### config.mk
export PLATFORM = sky130hd
export DESIGN_NAME = cpu_freq_limit_aggregator
export DESIGN_NICKNAME = d
export VERILOG_FILES = /design/src/hw/rtl/cfla_pkg.sv /design/src/hw/rtl/cfla_ram.sv /design/src/hw/rtl/cfla_div.sv /design/src/hw/rtl/cpu_freq_limit_aggregator.sv
export SDC_FILE = /design/constraint.sdc
export NUM_CORES = 2
export LEC_CHECK = 0
export BUFFER_PORTS_ARGS = -buffer_cell sky130_fd_sc_hd__buf_2
export CAP_MARGIN = 20
export CORE_ASPECT_RATIO = 1.5
export CORE_MARGIN = 3
export CORE_UTILIZATION = 40
export DETAILED_ROUTE_END_ITERATION = 10
export HOLD_SLACK_MARGIN = 0.12
export PLACE_DENSITY = 0.63
export SYNTH_ARGS = -nofsm -noshare
export SYNTH_HDL_FRONTEND = slang
export SYNTH_HIERARCHICAL = 1
export SYNTH_SLANG_ARGS = --single-unit
export TNS_END_PERCENT = 5
### constraint.sdc
create_clock -name clk -period 6.9 [get_ports clk]
set_input_delay 1.035 -clock clk [delete_from_list [all_inputs] [get_ports clk]]
set_output_delay 1.035 -clock clk [all_outputs]
set_load 0.02 [all_outputs]
### src/hw/rtl/cfla_pkg.sv
// ----------------------------------------------------------------------------
// cfla_pkg
// Types and constants shared by the frequency-limit aggregator.
// ----------------------------------------------------------------------------
package cfla_pkg;

    localparam int unsigned FW = 22;
    localparam logic [FW-1:0] FREQ_MAX = 22'h3FFFFF;

    typedef logic [FW-1:0] freq_t;

    typedef enum logic [1:0] {
        CMD_ADD    = 2'd0,
        CMD_REMOVE = 2'd1,
        CMD_EVAL   = 2'd2,
        CMD_NONE   = 2'd3
    } cmd_t;

    typedef enum logic [1:0] {
        ST_OK       = 2'd0,
        ST_BAD_RANGE = 2'd1,
        ST_FULL     = 2'd2,
        ST_NO_HANDLE = 2'd3
    } status_t;

    typedef enum logic [1:0] {
        BOOST_NONE    = 2'd0,
        BOOST_ENABLE  = 2'd1,
        BOOST_DISABLE = 2'd2
    } boost_t;

    typedef enum logic [2:0] {
        REG_LFIRST  = 3'd0,
        REG_LLAST   = 3'd1,
        REG_THRESH  = 3'd2,
        REG_FLOOR   = 3'd3,
        REG_LOCK    = 3'd4,
        REG_RATIO   = 3'd5,
        REG_BMODE   = 3'd6
    } reg_idx_t;

    typedef enum logic [3:0] {
        S_IDLE,
        S_SCAN,
        S_SCAN_LAST,
        S_FILL,
        S_DIV,
        S_MAP,
        S_MUL,
        S_REMOVE_RD,
        S_REMOVE_WB,
        S_DONE
    } state_t;

endpackage

### src/hw/rtl/cfla_ram.sv
// ----------------------------------------------------------------------------
// cfla_ram
// Generic single-port-write, single-port-read RAM with registered read.
// ----------------------------------------------------------------------------
module cfla_ram #(
    parameter int WIDTH = 8,
    parameter int DEPTH = 16
) (
    input  logic                     clk,
    input  logic                     we,
    input  logic [$clog2(DEPTH)-1:0] waddr,
    input  logic [WIDTH-1:0]         wdata,
    input  logic [$clog2(DEPTH)-1:0] raddr,
    output logic [WIDTH-1:0]         rdata
);

    logic [WIDTH-1:0] mem [DEPTH];

    always_ff @(posedge clk)
    begin
        if (we)
        begin
            mem[waddr] <= wdata;
        end
        rdata <= mem[raddr];
    end

endmodule

### src/hw/rtl/cfla_div.sv
// ----------------------------------------------------------------------------
// cfla_div
// Restoring divider, one quotient bit per cycle, 22-bit by 4-bit.
// ----------------------------------------------------------------------------
module cfla_div
    import cfla_pkg::*;
(
    input  logic       clk,
    input  logic       rst_n,
    input  logic       start,
    input  freq_t      dividend,
    input  logic [3:0] divisor,
    output logic       done,
    output freq_t      quotient
);

    localparam int CW = $clog2(FW + 1);

    freq_t         q_reg, q_next;
    logic [4:0]    r_reg, r_next;
    logic [3:0]    d_reg, d_next;
    logic [CW-1:0] cnt_reg, cnt_next;
    logic          run_reg, run_next;
    logic          done_reg, done_next;
    logic [4:0]    trial;

    always_comb
    begin
        q_next    = q_reg;
        r_next    = r_reg;
        d_next    = d_reg;
        cnt_next  = cnt_reg;
        run_next  = run_reg;
        done_next = 1'b0;
        trial     = {r_reg[3:0], q_reg[FW-1]};
        if (start)
        begin
            q_next   = dividend;
            r_next   = '0;
            d_next   = divisor;
            cnt_next = CW'(FW);
            run_next = 1'b1;
        end
        else if (run_reg)
        begin
            if (trial >= {1'b0, d_reg})
            begin
                r_next = trial - {1'b0, d_reg};
                q_next = {q_reg[FW-2:0], 1'b1};
            end
            else
            begin
                r_next = trial;
                q_next = {q_reg[FW-2:0], 1'b0};
            end
            cnt_next = cnt_reg - 1'b1;
            if (cnt_reg == CW'(1))
            begin
                run_next  = 1'b0;
                done_next = 1'b1;
            end
        end
    end

    always_ff @(posedge clk or negedge rst_n)
    begin
        if (!rst_n)
        begin
            run_reg  <= 1'b0;
            done_reg <= 1'b0;
            cnt_reg  <= '0;
        end
        else
        begin
            run_reg  <= run_next;
            done_reg <= done_next;
            cnt_reg  <= cnt_next;
        end
    end

    always_ff @(posedge clk)
    begin
        q_reg <= q_next;
        r_reg <= r_next;
        d_reg <= d_next;
    end

    assign done     = done_reg;
    assign quotient = q_reg;

endmodule

### src/hw/rtl/cpu_freq_limit_aggregator.sv
// ----------------------------------------------------------------------------
// cpu_freq_limit_aggregator
// Frequency-limit request table with cluster mapping and boost control.
// ----------------------------------------------------------------------------
// Add: free-slot search over the used bits. Remove: read the slot, then clear its used bit.
// Evaluate: one slot read per cycle from the min/max RAMs, then a bit-serial
// divide for little cores when one of the min and max requests is unset.
// One command at a time; busy is high through the result strobe.
// The receiver cannot stall; done is high for a single cycle and the result words hold until the next accept.
// Reset clears used bits and boost state and loads config defaults; RAM contents are not reset.
module cpu_freq_limit_aggregator
    import cfla_pkg::*;
#(
    parameter int SLOTS = 16
) (
    input  logic        clk,
    input  logic        rst_n,
    input  logic        cfg_we,
    input  logic [2:0]  cfg_index,
    input  logic [21:0] cfg_wdata,
    input  logic        start,
    output logic        busy,
    input  logic [1:0]  command,
    input  logic [3:0]  handle_in,
    input  logic [21:0] req_min,
    input  logic [21:0] req_max,
    input  logic        release_req,
    input  logic [3:0]  cpu_index,
    input  logic [21:0] cpu_min_freq,
    input  logic [21:0] cpu_max_freq,
    output logic        done,
    output logic [1:0]  status,
    output logic [3:0]  handle_out,
    output logic [21:0] limit_min,
    output logic [21:0] limit_max,
    output logic        limit_applied,
    output logic [1:0]  boost_action,
    output logic        load_alert,
    output logic        reevaluate
);

    localparam int AW = $clog2(SLOTS);
    localparam int CW = $clog2(SLOTS + 1);

    // configuration
    logic [3:0] lfirst_reg, llast_reg, ratio_reg;
    freq_t      thresh_reg, floor_reg, lock_reg;
    logic [1:0] bmode_reg;

    always_ff @(posedge clk or negedge rst_n)
    begin
        if (!rst_n)
        begin
            lfirst_reg <= 4'd0;
            llast_reg  <= 4'd3;
            thresh_reg <= 22'd883200;
            floor_reg  <= 22'd883200;
            lock_reg   <= 22'd403200;
            ratio_reg  <= 4'd2;
            bmode_reg  <= 2'd1;
        end
        else if (cfg_we)
        begin
            case (cfg_index)
                REG_LFIRST: lfirst_reg <= cfg_wdata[3:0];
                REG_LLAST:  llast_reg  <= cfg_wdata[3:0];
                REG_THRESH: thresh_reg <= cfg_wdata;
                REG_FLOOR:  floor_reg  <= cfg_wdata;
                REG_LOCK:   lock_reg   <= cfg_wdata;
                REG_RATIO:  ratio_reg  <= cfg_wdata[3:0];
                REG_BMODE:  bmode_reg  <= cfg_wdata[1:0];
                default:    ;
            endcase
        end
    end

    logic [3:0] ratio_eff;
    assign ratio_eff = (ratio_reg == 4'd0) ? 4'd1 : ratio_reg;

    // storage
    logic [SLOTS-1:0] used_reg, used_next;
    logic             boost_reg, boost_next;
    logic             ram_we;
    logic [AW-1:0]    ram_waddr, ram_raddr;
    freq_t            min_rd, max_rd;

    cfla_ram #(.WIDTH(FW), .DEPTH(SLOTS)) u_min_ram (
        .clk(clk), .we(ram_we), .waddr(ram_waddr), .wdata(req_min),
        .raddr(ram_raddr), .rdata(min_rd)
    );
    cfla_ram #(.WIDTH(FW), .DEPTH(SLOTS)) u_max_ram (
        .clk(clk), .we(ram_we), .waddr(ram_waddr), .wdata(req_max),
        .raddr(ram_raddr), .rdata(max_rd)
    );

    // latched command
    state_t     state_reg, state_next;
    logic       accept;
    logic [3:0] hin_reg;
    logic       rel_reg;
    freq_t      hwmin_reg, hwmax_reg;
    logic [AW-1:0] free_idx;
    logic          free_found;

    assign accept = start && !busy;

    always_comb
    begin
        free_found = 1'b0;
        free_idx   = '0;
        for (int i = SLOTS - 1; i >= 0; i--)
        begin
            if (!used_reg[i])
            begin
                free_found = 1'b1;
                free_idx   = AW'(i);
            end
        end
    end

    // remove handle decode
    logic [3:0]    hin_sel;
    logic [AW-1:0] hin_idx;
    logic          hin_ok;
    logic [AW-1:0] ram_raddr_q;
    assign hin_sel = (state_reg == S_IDLE) ? handle_in : hin_reg;
    assign hin_idx = AW'(hin_sel);
    assign hin_ok  = ({28'd0, hin_reg} < 32'(SLOTS));

    // scan and evaluate datapath
    logic [CW-1:0] cnt_reg, cnt_next;
    logic [AW-1:0] rd_idx_reg;
    logic          rd_valid_reg;
    freq_t lo_reg, lo_next, hi_reg, hi_next;
    logic  has_hi_reg, has_hi_next;
    logic  little_reg, little_next;
    logic  div_sel_reg, div_sel_next;
    logic  div_start;
    freq_t div_in, div_q;
    logic  div_done;
    logic  boost_en_reg, boost_en_next;
    freq_t mul_a_reg, mul_a_next, mul_b_reg, mul_b_next;

    cfla_div u_div (
        .clk(clk), .rst_n(rst_n), .start(div_start), .dividend(div_in),
        .divisor(ratio_eff), .done(div_done), .quotient(div_q)
    );

    // result
    logic       done_reg, done_next;
    logic [1:0] status_reg, status_next, boost_act_reg, boost_act_next;
    logic [3:0] hout_reg, hout_next;
    freq_t      lmin_reg, lmin_next, lmax_reg, lmax_next;
    logic       lapp_reg, lapp_next, alert_reg, alert_next, reev_reg, reev_next;
    logic [FW+3:0] prod_a, prod_b;
    logic  ld_used;

    assign prod_a = mul_a_reg * ratio_eff;
    assign prod_b = mul_b_reg * ratio_eff;

    always_comb
    begin
        state_next = state_reg;
        case (state_reg)
            S_IDLE:
            begin
                if (accept)
                begin
                    case (command)
                        CMD_EVAL:   state_next = S_SCAN;
                        CMD_REMOVE: state_next = S_REMOVE_RD;
                        default:    state_next = S_DONE;
                    endcase
                end
            end
            S_SCAN:      state_next = (cnt_reg == CW'(1)) ? S_SCAN_LAST : S_SCAN;
            S_SCAN_LAST: state_next = S_FILL;
            S_FILL:
            begin
                if (lo_reg == '0 && !has_hi_reg)
                    state_next = S_DONE;
                else if (little_reg && (lo_reg == '0 || !has_hi_reg))
                    state_next = S_DIV;
                else
                    state_next = S_MAP;
            end
            S_DIV:
            begin
                if (div_done)
                    state_next = (div_sel_reg || lo_reg != '0 || has_hi_reg) ? S_MAP : S_DIV;
            end
            S_MAP:       state_next = little_reg ? S_MUL : S_DONE;
            S_MUL:       state_next = S_DONE;
            S_REMOVE_RD: state_next = S_REMOVE_WB;
            S_REMOVE_WB: state_next = S_DONE;
            S_DONE:      state_next = S_IDLE;
            default:     state_next = S_IDLE;
        endcase
    end

    always_comb
    begin
        cnt_next      = cnt_reg;
        lo_next       = lo_reg;
        hi_next       = hi_reg;
        has_hi_next   = has_hi_reg;
        little_next   = little_reg;
        div_sel_next  = div_sel_reg;
        boost_en_next = boost_en_reg;
        mul_a_next    = mul_a_reg;
        mul_b_next    = mul_b_reg;
        used_next     = used_reg;
        boost_next    = boost_reg;
        done_next     = 1'b0;
        status_next   = status_reg;
        hout_next     = hout_reg;
        lmin_next     = lmin_reg;
        lmax_next     = lmax_reg;
        lapp_next     = lapp_reg;
        boost_act_next = boost_act_reg;
        alert_next    = alert_reg;
        reev_next     = reev_reg;
        ram_we        = 1'b0;
        ram_waddr     = free_idx;
        ram_raddr     = rd_idx_reg;
        div_start     = 1'b0;
        div_in        = hwmin_reg;
        ld_used       = rd_valid_reg && used_reg[ram_raddr_q];
        case (state_reg)
            S_IDLE:
            begin
                ram_raddr = hin_idx;
                if (accept)
                begin
                    status_next = ST_OK; hout_next = '0; lmin_next = '0;
                    lmax_next = '0; lapp_next = 1'b0; boost_act_next = BOOST_NONE;
                    alert_next = 1'b0; reev_next = 1'b0;
                    cnt_next = CW'(SLOTS);
                    lo_next = '0; hi_next = '0; has_hi_next = 1'b0;
                    little_next = (cpu_index >= lfirst_reg) && (cpu_index <= llast_reg);
                    if (command == CMD_ADD)
                    begin
                        if (req_max != '0 && req_max < req_min)
                            status_next = ST_BAD_RANGE;
                        else if (!free_found)
                            status_next = ST_FULL;
                        else
                        begin
                            ram_we = 1'b1;
                            used_next[free_idx] = 1'b1;
                            hout_next = 4'(free_idx);
                            reev_next = 1'b1;
                        end
                    end
                end
            end
            S_SCAN, S_SCAN_LAST:
            begin
                if (state_reg == S_SCAN)
                    cnt_next = cnt_reg - 1'b1;
                if (ld_used)
                begin
                    if (min_rd > lo_reg)
                        lo_next = min_rd;
                    if (max_rd != '0 && (!has_hi_reg || max_rd < hi_reg))
                    begin
                        hi_next = max_rd;
                        has_hi_next = 1'b1;
                    end
                end
            end
            S_FILL:
            begin
                if (lo_reg == '0 && !has_hi_reg)
                begin
                    if (bmode_reg != 2'd0 && boost_reg)
                    begin
                        boost_next = 1'b0;
                        boost_act_next = BOOST_DISABLE;
                    end
                end
                else if (little_reg && lo_reg == '0)
                begin
                    div_start = 1'b1; div_in = hwmin_reg; div_sel_next = 1'b0;
                end
                else if (little_reg && !has_hi_reg)
                begin
                    div_start = 1'b1; div_in = hwmax_reg; div_sel_next = 1'b1;
                end
                else
                begin
                    if (lo_reg == '0) lo_next = hwmin_reg;
                    if (!has_hi_reg) hi_next = hwmax_reg;
                end
            end
            S_DIV:
            begin
                if (div_done)
                begin
                    if (!div_sel_reg)
                    begin
                        lo_next = div_q;
                        if (!has_hi_reg)
                        begin
                            div_start = 1'b1; div_in = hwmax_reg; div_sel_next = 1'b1;
                            has_hi_next = 1'b0;
                        end
                    end
                    else
                    begin
                        hi_next = div_q;
                        has_hi_next = 1'b1;
                    end
                end
            end
            S_MAP:
            begin
                lapp_next = 1'b1;
                if (little_reg)
                begin
                    mul_a_next = (lo_reg >= thresh_reg) ? lock_reg : lo_reg;
                    mul_b_next = hi_reg;
                end
                else
                begin
                    boost_en_next = 1'b1;
                    lmin_next = lo_reg; lmax_next = hi_reg;
                    if (lo_reg < thresh_reg)
                    begin
                        lmin_next = floor_reg; boost_en_next = 1'b0;
                    end
                    if (hi_reg < thresh_reg)
                    begin
                        lmax_next = floor_reg; boost_en_next = 1'b0;
                    end
                    if (bmode_reg != 2'd0)
                    begin
                        if (boost_en_next && !boost_reg)
                        begin
                            boost_next = 1'b1; boost_act_next = BOOST_ENABLE;
                        end
                        else if (!boost_en_next && boost_reg)
                        begin
                            boost_next = 1'b0; boost_act_next = BOOST_DISABLE;
                        end
                    end
                end
            end
            S_MUL:
            begin
                lmin_next = (prod_a > {4'd0, FREQ_MAX}) ? FREQ_MAX : prod_a[FW-1:0];
                if (mul_b_reg >= thresh_reg)
                    lmax_next = hwmax_reg;
                else
                    lmax_next = (prod_b > {4'd0, FREQ_MAX}) ? FREQ_MAX : prod_b[FW-1:0];
            end
            S_REMOVE_RD:
            begin
                ram_raddr = hin_idx;
            end
            S_REMOVE_WB:
            begin
                if (!hin_ok || !used_reg[hin_idx])
                    status_next = ST_NO_HANDLE;
                else
                begin
                    used_next[hin_idx] = 1'b0;
                    alert_next = rel_reg && (min_rd != '0);
                    reev_next = 1'b1;
                end
            end
            S_DONE:
            begin
                done_next = 1'b1;
            end
            default: ;
        endcase
    end

    always_ff @(posedge clk or negedge rst_n)
    begin
        if (!rst_n)
        begin
            state_reg    <= S_IDLE;
            used_reg     <= '0;
            boost_reg    <= 1'b0;
            done_reg     <= 1'b0;
            cnt_reg      <= '0;
            rd_idx_reg   <= '0;
            rd_valid_reg <= 1'b0;
            ram_raddr_q  <= '0;
        end
        else
        begin
            state_reg    <= state_next;
            used_reg     <= used_next;
            boost_reg    <= boost_next;
            done_reg     <= done_next;
            cnt_reg      <= cnt_next;
            ram_raddr_q  <= ram_raddr;
            rd_valid_reg <= (state_reg == S_SCAN);
            if (state_reg == S_IDLE)
                rd_idx_reg <= '0;
            else if (state_reg == S_SCAN)
                rd_idx_reg <= rd_idx_reg + 1'b1;
        end
    end

    always_ff @(posedge clk)
    begin
        if (state_reg == S_IDLE && accept)
        begin
            hin_reg   <= handle_in;
            rel_reg   <= release_req;
            hwmin_reg <= cpu_min_freq;
            hwmax_reg <= cpu_max_freq;
        end
        lo_reg        <= lo_next;
        hi_reg        <= hi_next;
        has_hi_reg    <= has_hi_next;
        little_reg    <= little_next;
        div_sel_reg   <= div_sel_next;
        boost_en_reg  <= boost_en_next;
        mul_a_reg     <= mul_a_next;
        mul_b_reg     <= mul_b_next;
        status_reg    <= status_next;
        hout_reg      <= hout_next;
        lmin_reg      <= lmin_next;
        lmax_reg      <= lmax_next;
        lapp_reg      <= lapp_next;
        boost_act_reg <= boost_act_next;
        alert_reg     <= alert_next;
        reev_reg      <= reev_next;
    end

    assign busy          = (state_reg != S_IDLE) || done_reg;
    assign done          = done_reg;
    assign status        = status_reg;
    assign handle_out    = hout_reg;
    assign limit_min     = lmin_reg;
    assign limit_max     = lmax_reg;
    assign limit_applied = lapp_reg;
    assign boost_action  = boost_act_reg;
    assign load_alert    = alert_reg;
    assign reevaluate    = reev_reg;

endmodule
; ---- After elaboration in Yosys (flattened, before gate mapping)
; Memories as Yosys holds them, arrays and structs flattened. A register that Yosys moved wholly into a read port is not among the register bits.
; Index checks and enable logic that the tools add are counted.
[totals]
reg_bits = 348
latchBits = 0
ram_bits = 704
rom_bits = 0
input_bits = 128
out_inout_bits = 57
wordCells = 356
memories = 2
[mem_list]
columns = name, depth, width, rd, rd_ports_with_merged_regs, wr, line_no
row1 = u_max_ram.mem, 16, 22, 1, 1, 1, cfla_ram.sv:17  ; logic [WIDTH-1:0] mem [DEPTH];
row2 = u_min_ram.mem, 16, 22, 1, 1, 1, cfla_ram.sv:17
[classes]
add_sub_neg = 4
multipliers = 2
n_div = 0
magnitude_cmp = 17
n_eq_ne = 43
n_shift = 0
mux = 170
n_bitwise = 5
reduce_logical = 73
[ops]
columns = operator, n
row1 = $mux 22, 33
row2 = $pmux 22 s4, 2
row3 = $pmux 22 s3, 2
row4 = $mux 4, 26
row5 = $lt 22x22->1, 4
row6 = $reduce_bool 22->1, 4
row7 = $mux 16, 5
row8 = $mux 1, 67
row9 = $gt 26x22->1 const B, 2
row10 = $mul 22x4->26, 2
row11 = $ge 22x22->1, 2
row12 = $pmux 22 s2, 1
row13 = $ne 2x2->1 const B, 21
row14 = $pmux 16 s2, 1
row15 = $pmux 4 s8, 1
row16 = $mux 2, 13
row17 = $gt 22x22->1, 1
row18 = $logic_not 22->1, 1
row19 = $reduce_and 2->1, 11
row20 = $mux 5, 4
row21 = $reduce_and 10->1, 2
row22 = $and 16x16->16, 1
row23 = $eq 4x3->1 const B, 4
row24 = $logic_and 1x1->1, 16
row25 = other kinds (45), 88

; ---- Logic depth before layout (Yosys ltp)
[depth]
word_depth = 26
mapped_depth = 19
depth_no_buf = 16

; ---- By module
; The synthesis kept the hierarchy.
[modules_own_cells]
columns = module, instances, cells_per_inst, area_per_inst_um2, seq_area_each_um2
row1 = cfla_ram, 2, 583, 13822.0, 11010.6
row2 = cpu_freq_limit_aggregator, 1, 2312, 22874.4, 8790.9
row3 = cfla_div, 1, 124, 1744.2, 1036.0

; ---- Least setup slack after synthesis
; Ideal clock, no wire load.
[synth_timing]
path_type = register to register
startpoint = register state_reg[0]
endpoint = register hi_reg[0], enable pin
setup_ns = 0.521
arrival_ns = 5.732
path_slack_ns = 0.646
stages_incl_launch_ff = 11
n_path_buf = 2
period_less_slack_ns = 6.254
path_cell_list = dfrtp_1 > nor4_2 > buf_2 > nand2b_1 > or2_2 > buf_2 > nand2_1 > o21ai_0 > nor2_1 > o211ai_1 > a2111oi_0
[synth_via]
elab_chain_len = 6
elab_cells_between_ends = 21
classes_between = eq/ne: 13 / reduce/logical: 8
[synth_rtl]
columns = item, line_no
row1 = from (decl), cpu_freq_limit_aggregator.sv:97  ; state_t state_reg, state_next;
row2 = from (signal assigned), cpu_freq_limit_aggregator.sv:395  ; state_reg <= state_next;
row3 = $reduce_bool 4->1, cpu_freq_limit_aggregator.sv:436  ; assign busy = (state_reg != S_IDLE) || done_reg;
row4 = $logic_or 1x1->1, cpu_freq_limit_aggregator.sv:436
row5 = net busy, cpu_freq_limit_aggregator.sv:22  ; output logic busy,
row6 = $logic_not 1->1, cpu_freq_limit_aggregator.sv:105  ; assign accept = start && !busy;
row7 = $logic_and 1x1->1, cpu_freq_limit_aggregator.sv:105
row8 = $ne 2x2->1 (no source line), n/a
row9 = $reduce_and 10->1 (no source line), n/a
row10 = to (signal assigned), cpu_freq_limit_aggregator.sv:419  ; hi_reg <= hi_next;
row11 = to (decl), cpu_freq_limit_aggregator.sv:134  ; freq_t lo_reg, lo_next, hi_reg, hi_next;
; The timed path passes the listed nets, and every way through them passes these cells.
; A chain may end at the register's enable or synchronous reset.

; ---- Worst setup path in the final report
[layout_timing]
startpoint = register ratio_reg[1]
endpoint = register lmin_reg[1], in the netlist limit_min[1], data pin
[layout_via]
elab_chain_len = 6
[layout_rtl]
columns = item, line_no
row1 = from (decl), cpu_freq_limit_aggregator.sv:46  ; logic [3:0] lfirst_reg, llast_reg, ratio_reg;
row2 = from (signal assigned), cpu_freq_limit_aggregator.sv:70  ; REG_RATIO: ratio_reg <= cfg_wdata[3:0];
row3 = $logic_not 4->1, cpu_freq_limit_aggregator.sv:78  ; assign ratio_eff = (ratio_reg == 4'd0) ? 4'd1 : ratio_reg;
row4 = $mux 4 (*), cpu_freq_limit_aggregator.sv:78
row5 = $mul 22x4->26 (*), cpu_freq_limit_aggregator.sv:158  ; assign prod_a = mul_a_reg * ratio_eff;
row6 = $gt 26x22->1, cpu_freq_limit_aggregator.sv:351  ; lmin_next = (prod_a > {4'd0, FREQ_MAX}) ? FREQ_MAX : prod_a[FW-1:0];
row7 = $mux 22 (*), cpu_freq_limit_aggregator.sv:351
row8 = $pmux 22 s3 (*), cpu_freq_limit_aggregator.sv:229  ; case (state_reg)
row9 = net lmin_next[1], cpu_freq_limit_aggregator.sv:153  ; freq_t lmin_reg, lmin_next, lmax_reg, lmax_next;
row10 = to (signal assigned), cpu_freq_limit_aggregator.sv:428  ; lmin_reg <= lmin_next;
row11 = to (decl), cpu_freq_limit_aggregator.sv:153
; The timed path passes the listed nets; every way through them passes the cells marked *.

==> results_dict.tcl <==
set metrics [dict create \
    die_h_microns 449 \
    cts.path.max_buffers 3 \
    cts_sinks 1096 \
    clk_pin_slew_ns 0.07 \
    worst_pin_slew_ns 0.996 \
    start_util_pct 40.5 \
    cp_data_arrival_time_ns 5.76 \
    synth_top_family_by_area "multiplexers" \
    muxShareOfSynthArea_pct 10.6 \
    crit_type "register to register" \
    required_ns 7.29 \
    setup_viol 0 \
    fin_crit_sh_pct 77.8 \
    p_leak_uw 0.0212 \
    dpl_cell_area_sq_um 55500 \
    top_regs "u_max_ram/mem (352), u_min_ram/mem (352)" \
    synth.avg_cell_area_sq_um 14.5 \
    synth_fa_ha_area_share_pct 8.13 \
    grt_overflow_total 0 \
    cts_resized 0 \
    tns_ns 0 \
    wl_met2_microns 74800 \
    cts_tree "built" \
    finalMaxSlewViolations 0 \
    finalHoldViolCount 0 \
    synth_cells 3602 \
    clock_latency_ns 0.72 \
    peakVddDrop_mv 0.359 \
    synth-main-ff-cell "edfxtp_1" \
    clock_skew_ns 0.0460 \
    antenna_left 0 \
    io_buffers 184 \
    gp_congestion 0.923 \
    cp-end-kind "register" \
    grt.total_usage_pct 21.8 \
    core_area_sq_um 129000 \
    synthesis.area_sq_um 52300 \
    synth-compound-area-share_pct 8.44 \
    clockRootBuffer "clkbuf_16" \
    ys_types 88 \
    finalInstanceArea_sq_um 59100 \
    fin_crit_ns 5.37 \
    area_growth_syn_to_layout_pct 13.1 \
    cts_made_buffers 101 \
    grt_max_degree 114 \
    wl_met1_microns 55300 \
    grt_first_pass_wirelength_microns 217000 \
    cp-start-kind "register" \
    routed_wl_microns 147000 \
    synthArstFlopShare_pct 11.2 \
    drc_errors 0 \
    dp_cells 5431 \
    synthSimpleGateAreaFrac_pct 7.24 \
    grt_pass1_vias 32800 \
    first_iter_violations 2856 \
    utilization_pct 45.8 \
    crit_fanout 33 \
    num_rows 161 \
    final_cells 5633 \
    vias 31800 \
    max_slew_margin_pct 33.5 \
    yosysWarnings 6 \
    io_pins 185 \
    hpwl_microns 106000 \
    htree_num_levels 3 \
    top_layer_used "met5" \
    synth_edf_count 925 \
    finalNetCount 4242 \
    wl_met3_microns 8930 \
    vias_per_cell 5.64 \
    fmax_mhz 186 \
    antenna_found_initial 22 \
    synth_seq_cells 1096 \
    die_x_microns 301 \
    die_area_sq_um 135000 \
    fillers 11300 \
    drive_above_1_share_pct 22.1 \
    syn-num-nets 4020 \
    maxCapViolCount 0 \
    synth_xor_area_share_pct 0.771 \
    status "completed" \
    min_path_type "input port to asynchronous set/reset pin" \
    postCtsSetupRepairBufs 0 \
    wire_per_inst_microns 26.2 \
    ys_seq_area_share_pct 60.9 \
    firstDrtPassIters 7 \
    rsz0062_at_grt "no" \
    cts_hold_buf 0 \
    p_per_area_nw_per_um2 307 \
]
## final cells by class
cell class	count	area (sq um)	area share, %
diodes	12	30.0	0.0508
well taps	1711	2140	3.62
multi-input cells	2022	18600	31.5
clock buffers	126	2790	4.72
clock inverters	63	762	1.29
repair buffers	278	1700	2.88
inverters	325	1220	2.06
flip-flops and latches	1096	31800	53.9
## cells in the mapped netlist, types with 13 or more instances
| library cell | instances | area (sq um) |
|---|---|---|
| edfxtp_1 | 925 | 27800 |
| inv_1 | 323 | 1210 |
| nand2_1 | 227 | 852 |
| ha_1 | 209 | 2620 |
| mux4_2 | 182 | 4100 |
| o21ai_0 | 171 | 856 |
| and2_1 | 130 | 813 |
| a21oi_1 | 114 | 571 |
| nor2_1 | 111 | 417 |
| clkbuf_1 | 106 | 398 |
| dfrtp_1 | 97 | 2430 |
| mux2_2 | 97 | 1090 |
| fa_1 | 81 | 1620 |
| a21o_1 | 55 | 413 |
| a22oi_1 | 48 | 360 |
| dfxtp_1 | 48 | 961 |
| nor3_1 | 47 | 235 |
| a222oi_1 | 44 | 440 |
| a22oi_2 | 40 | 500 |
| nand4_1 | 38 | 238 |
| mux2i_1 | 35 | 350 |
| nand3_1 | 32 | 160 |
| o22ai_1 | 31 | 194 |
| nand2b_1 | 29 | 181 |
| xnor2_1 | 29 | 254 |
| dfstp_2 | 26 | 683 |
| nor2b_1 | 26 | 163 |
| buf_2 | 25 | 125 |
| nor4_1 | 22 | 138 |
| a31oi_1 | 18 | 113 |
| xor2_1 | 17 | 149 |
| a41o_1 | 16 | 160 |
| o211ai_1 | 13 | 97.6 |
## path summary, 6_finish.rpt
kind | from | end | slack, ns | cells after the start
setup / recovery | ratio_reg[1] | limit_min[1] | 1.53 | 17
hold / removal | rst_n | thresh_reg[21] | 0.34 | 1
setup reg to reg | ratio_reg[1] | limit_min[1] | 1.53 | 17
hold reg to reg | u_div/r_reg[3] | u_div/r_reg[3] | 0.48 | 2
max in group asynchronous | rst_n | lock_reg[6] | 5.32 | 2
min in group clk | u_div/r_reg[3] | u_div/r_reg[3] | 0.48 | 2
## kinds of logic (layout without fill, tap and decap cells)
kind of cell / count (synthesis) / after routing
buf+inv: 484 / 792
simple gates: 738 / 738
mux: 315 / 315
xor+xnor: 46 / 46
other cells: 0 / 12
compound gates: 632 / 632
fa+ha+maj: 291 / 291
flops: 1096 / 1096
## per-layer routing
metal	track usage, %	up-vias
li1	-	14100
met3	3.03	282
met5	0	-
met2	38.1	1098
met1	26.2	16300
met4	11.1	6
## per-stage QoR
stage / hold slack [ns] / worst slack (ns) / power [uW]
after detailed placement: 0.471 / 1.56 / 12300
after global placement: 0.465 / 1.66 / 12300
after CTS: 0.308 / 1.54 / 18200
after floorplan: 0.450 / 0.646 / 11000
after global routing: 0.361 / 1.18 / 19100
final: 0.344 / 1.53 / 18100
## layout by cell type (no fill, tap or decap), types with 18 or more instances in the layout
master,n
a31oi_1,18
nor2_1,84
nand2_1,227
a22oi_1,48
nand2b_1,29
a21oi_1,111
clkbuf_16,106
nand3_1,32
mux4_2,182
buf_2,183
a222oi_1,44
fa_1,81
nand4_1,38
nor3_1,36
mux2i_1,35
a21o_1,55
mux2_2,97
xnor2_1,28
edfxtp_1,925
and2_1,132
ha_1,209
buf_4,88
a22oi_2,40
inv_1,323
nor2b_1,22
dfrtp_1,97
o21ai_0,170
o22ai_1,31
dfxtp_1,48
nor4_1,22
nor2_2,27
dfstp_2,26
## power breakdown
group	switching, uW	internal (uW)
combinational	2970	1850
sequential	114	7280
clock	2590	3330
## critical path: stages (launching register included)
cell and delay [ns]:
dfstp_2 0.70, nor3_1 0.09, or2_2 0.55, and2_1 0.28, ha_1 0.27, ha_1 0.18
inv_1 0.07, fa_1 0.46, nor2b_1 0.18, o2111ai_1 0.16, a31oi_1 0.41, nor4_1 0.16
or4_1 0.57, and3_1 0.19, nor3_2 0.22, buf_4 0.28, and4b_1 0.22, o22ai_1 0.08
Note: power is estimated with default switching activity, not from simulation.
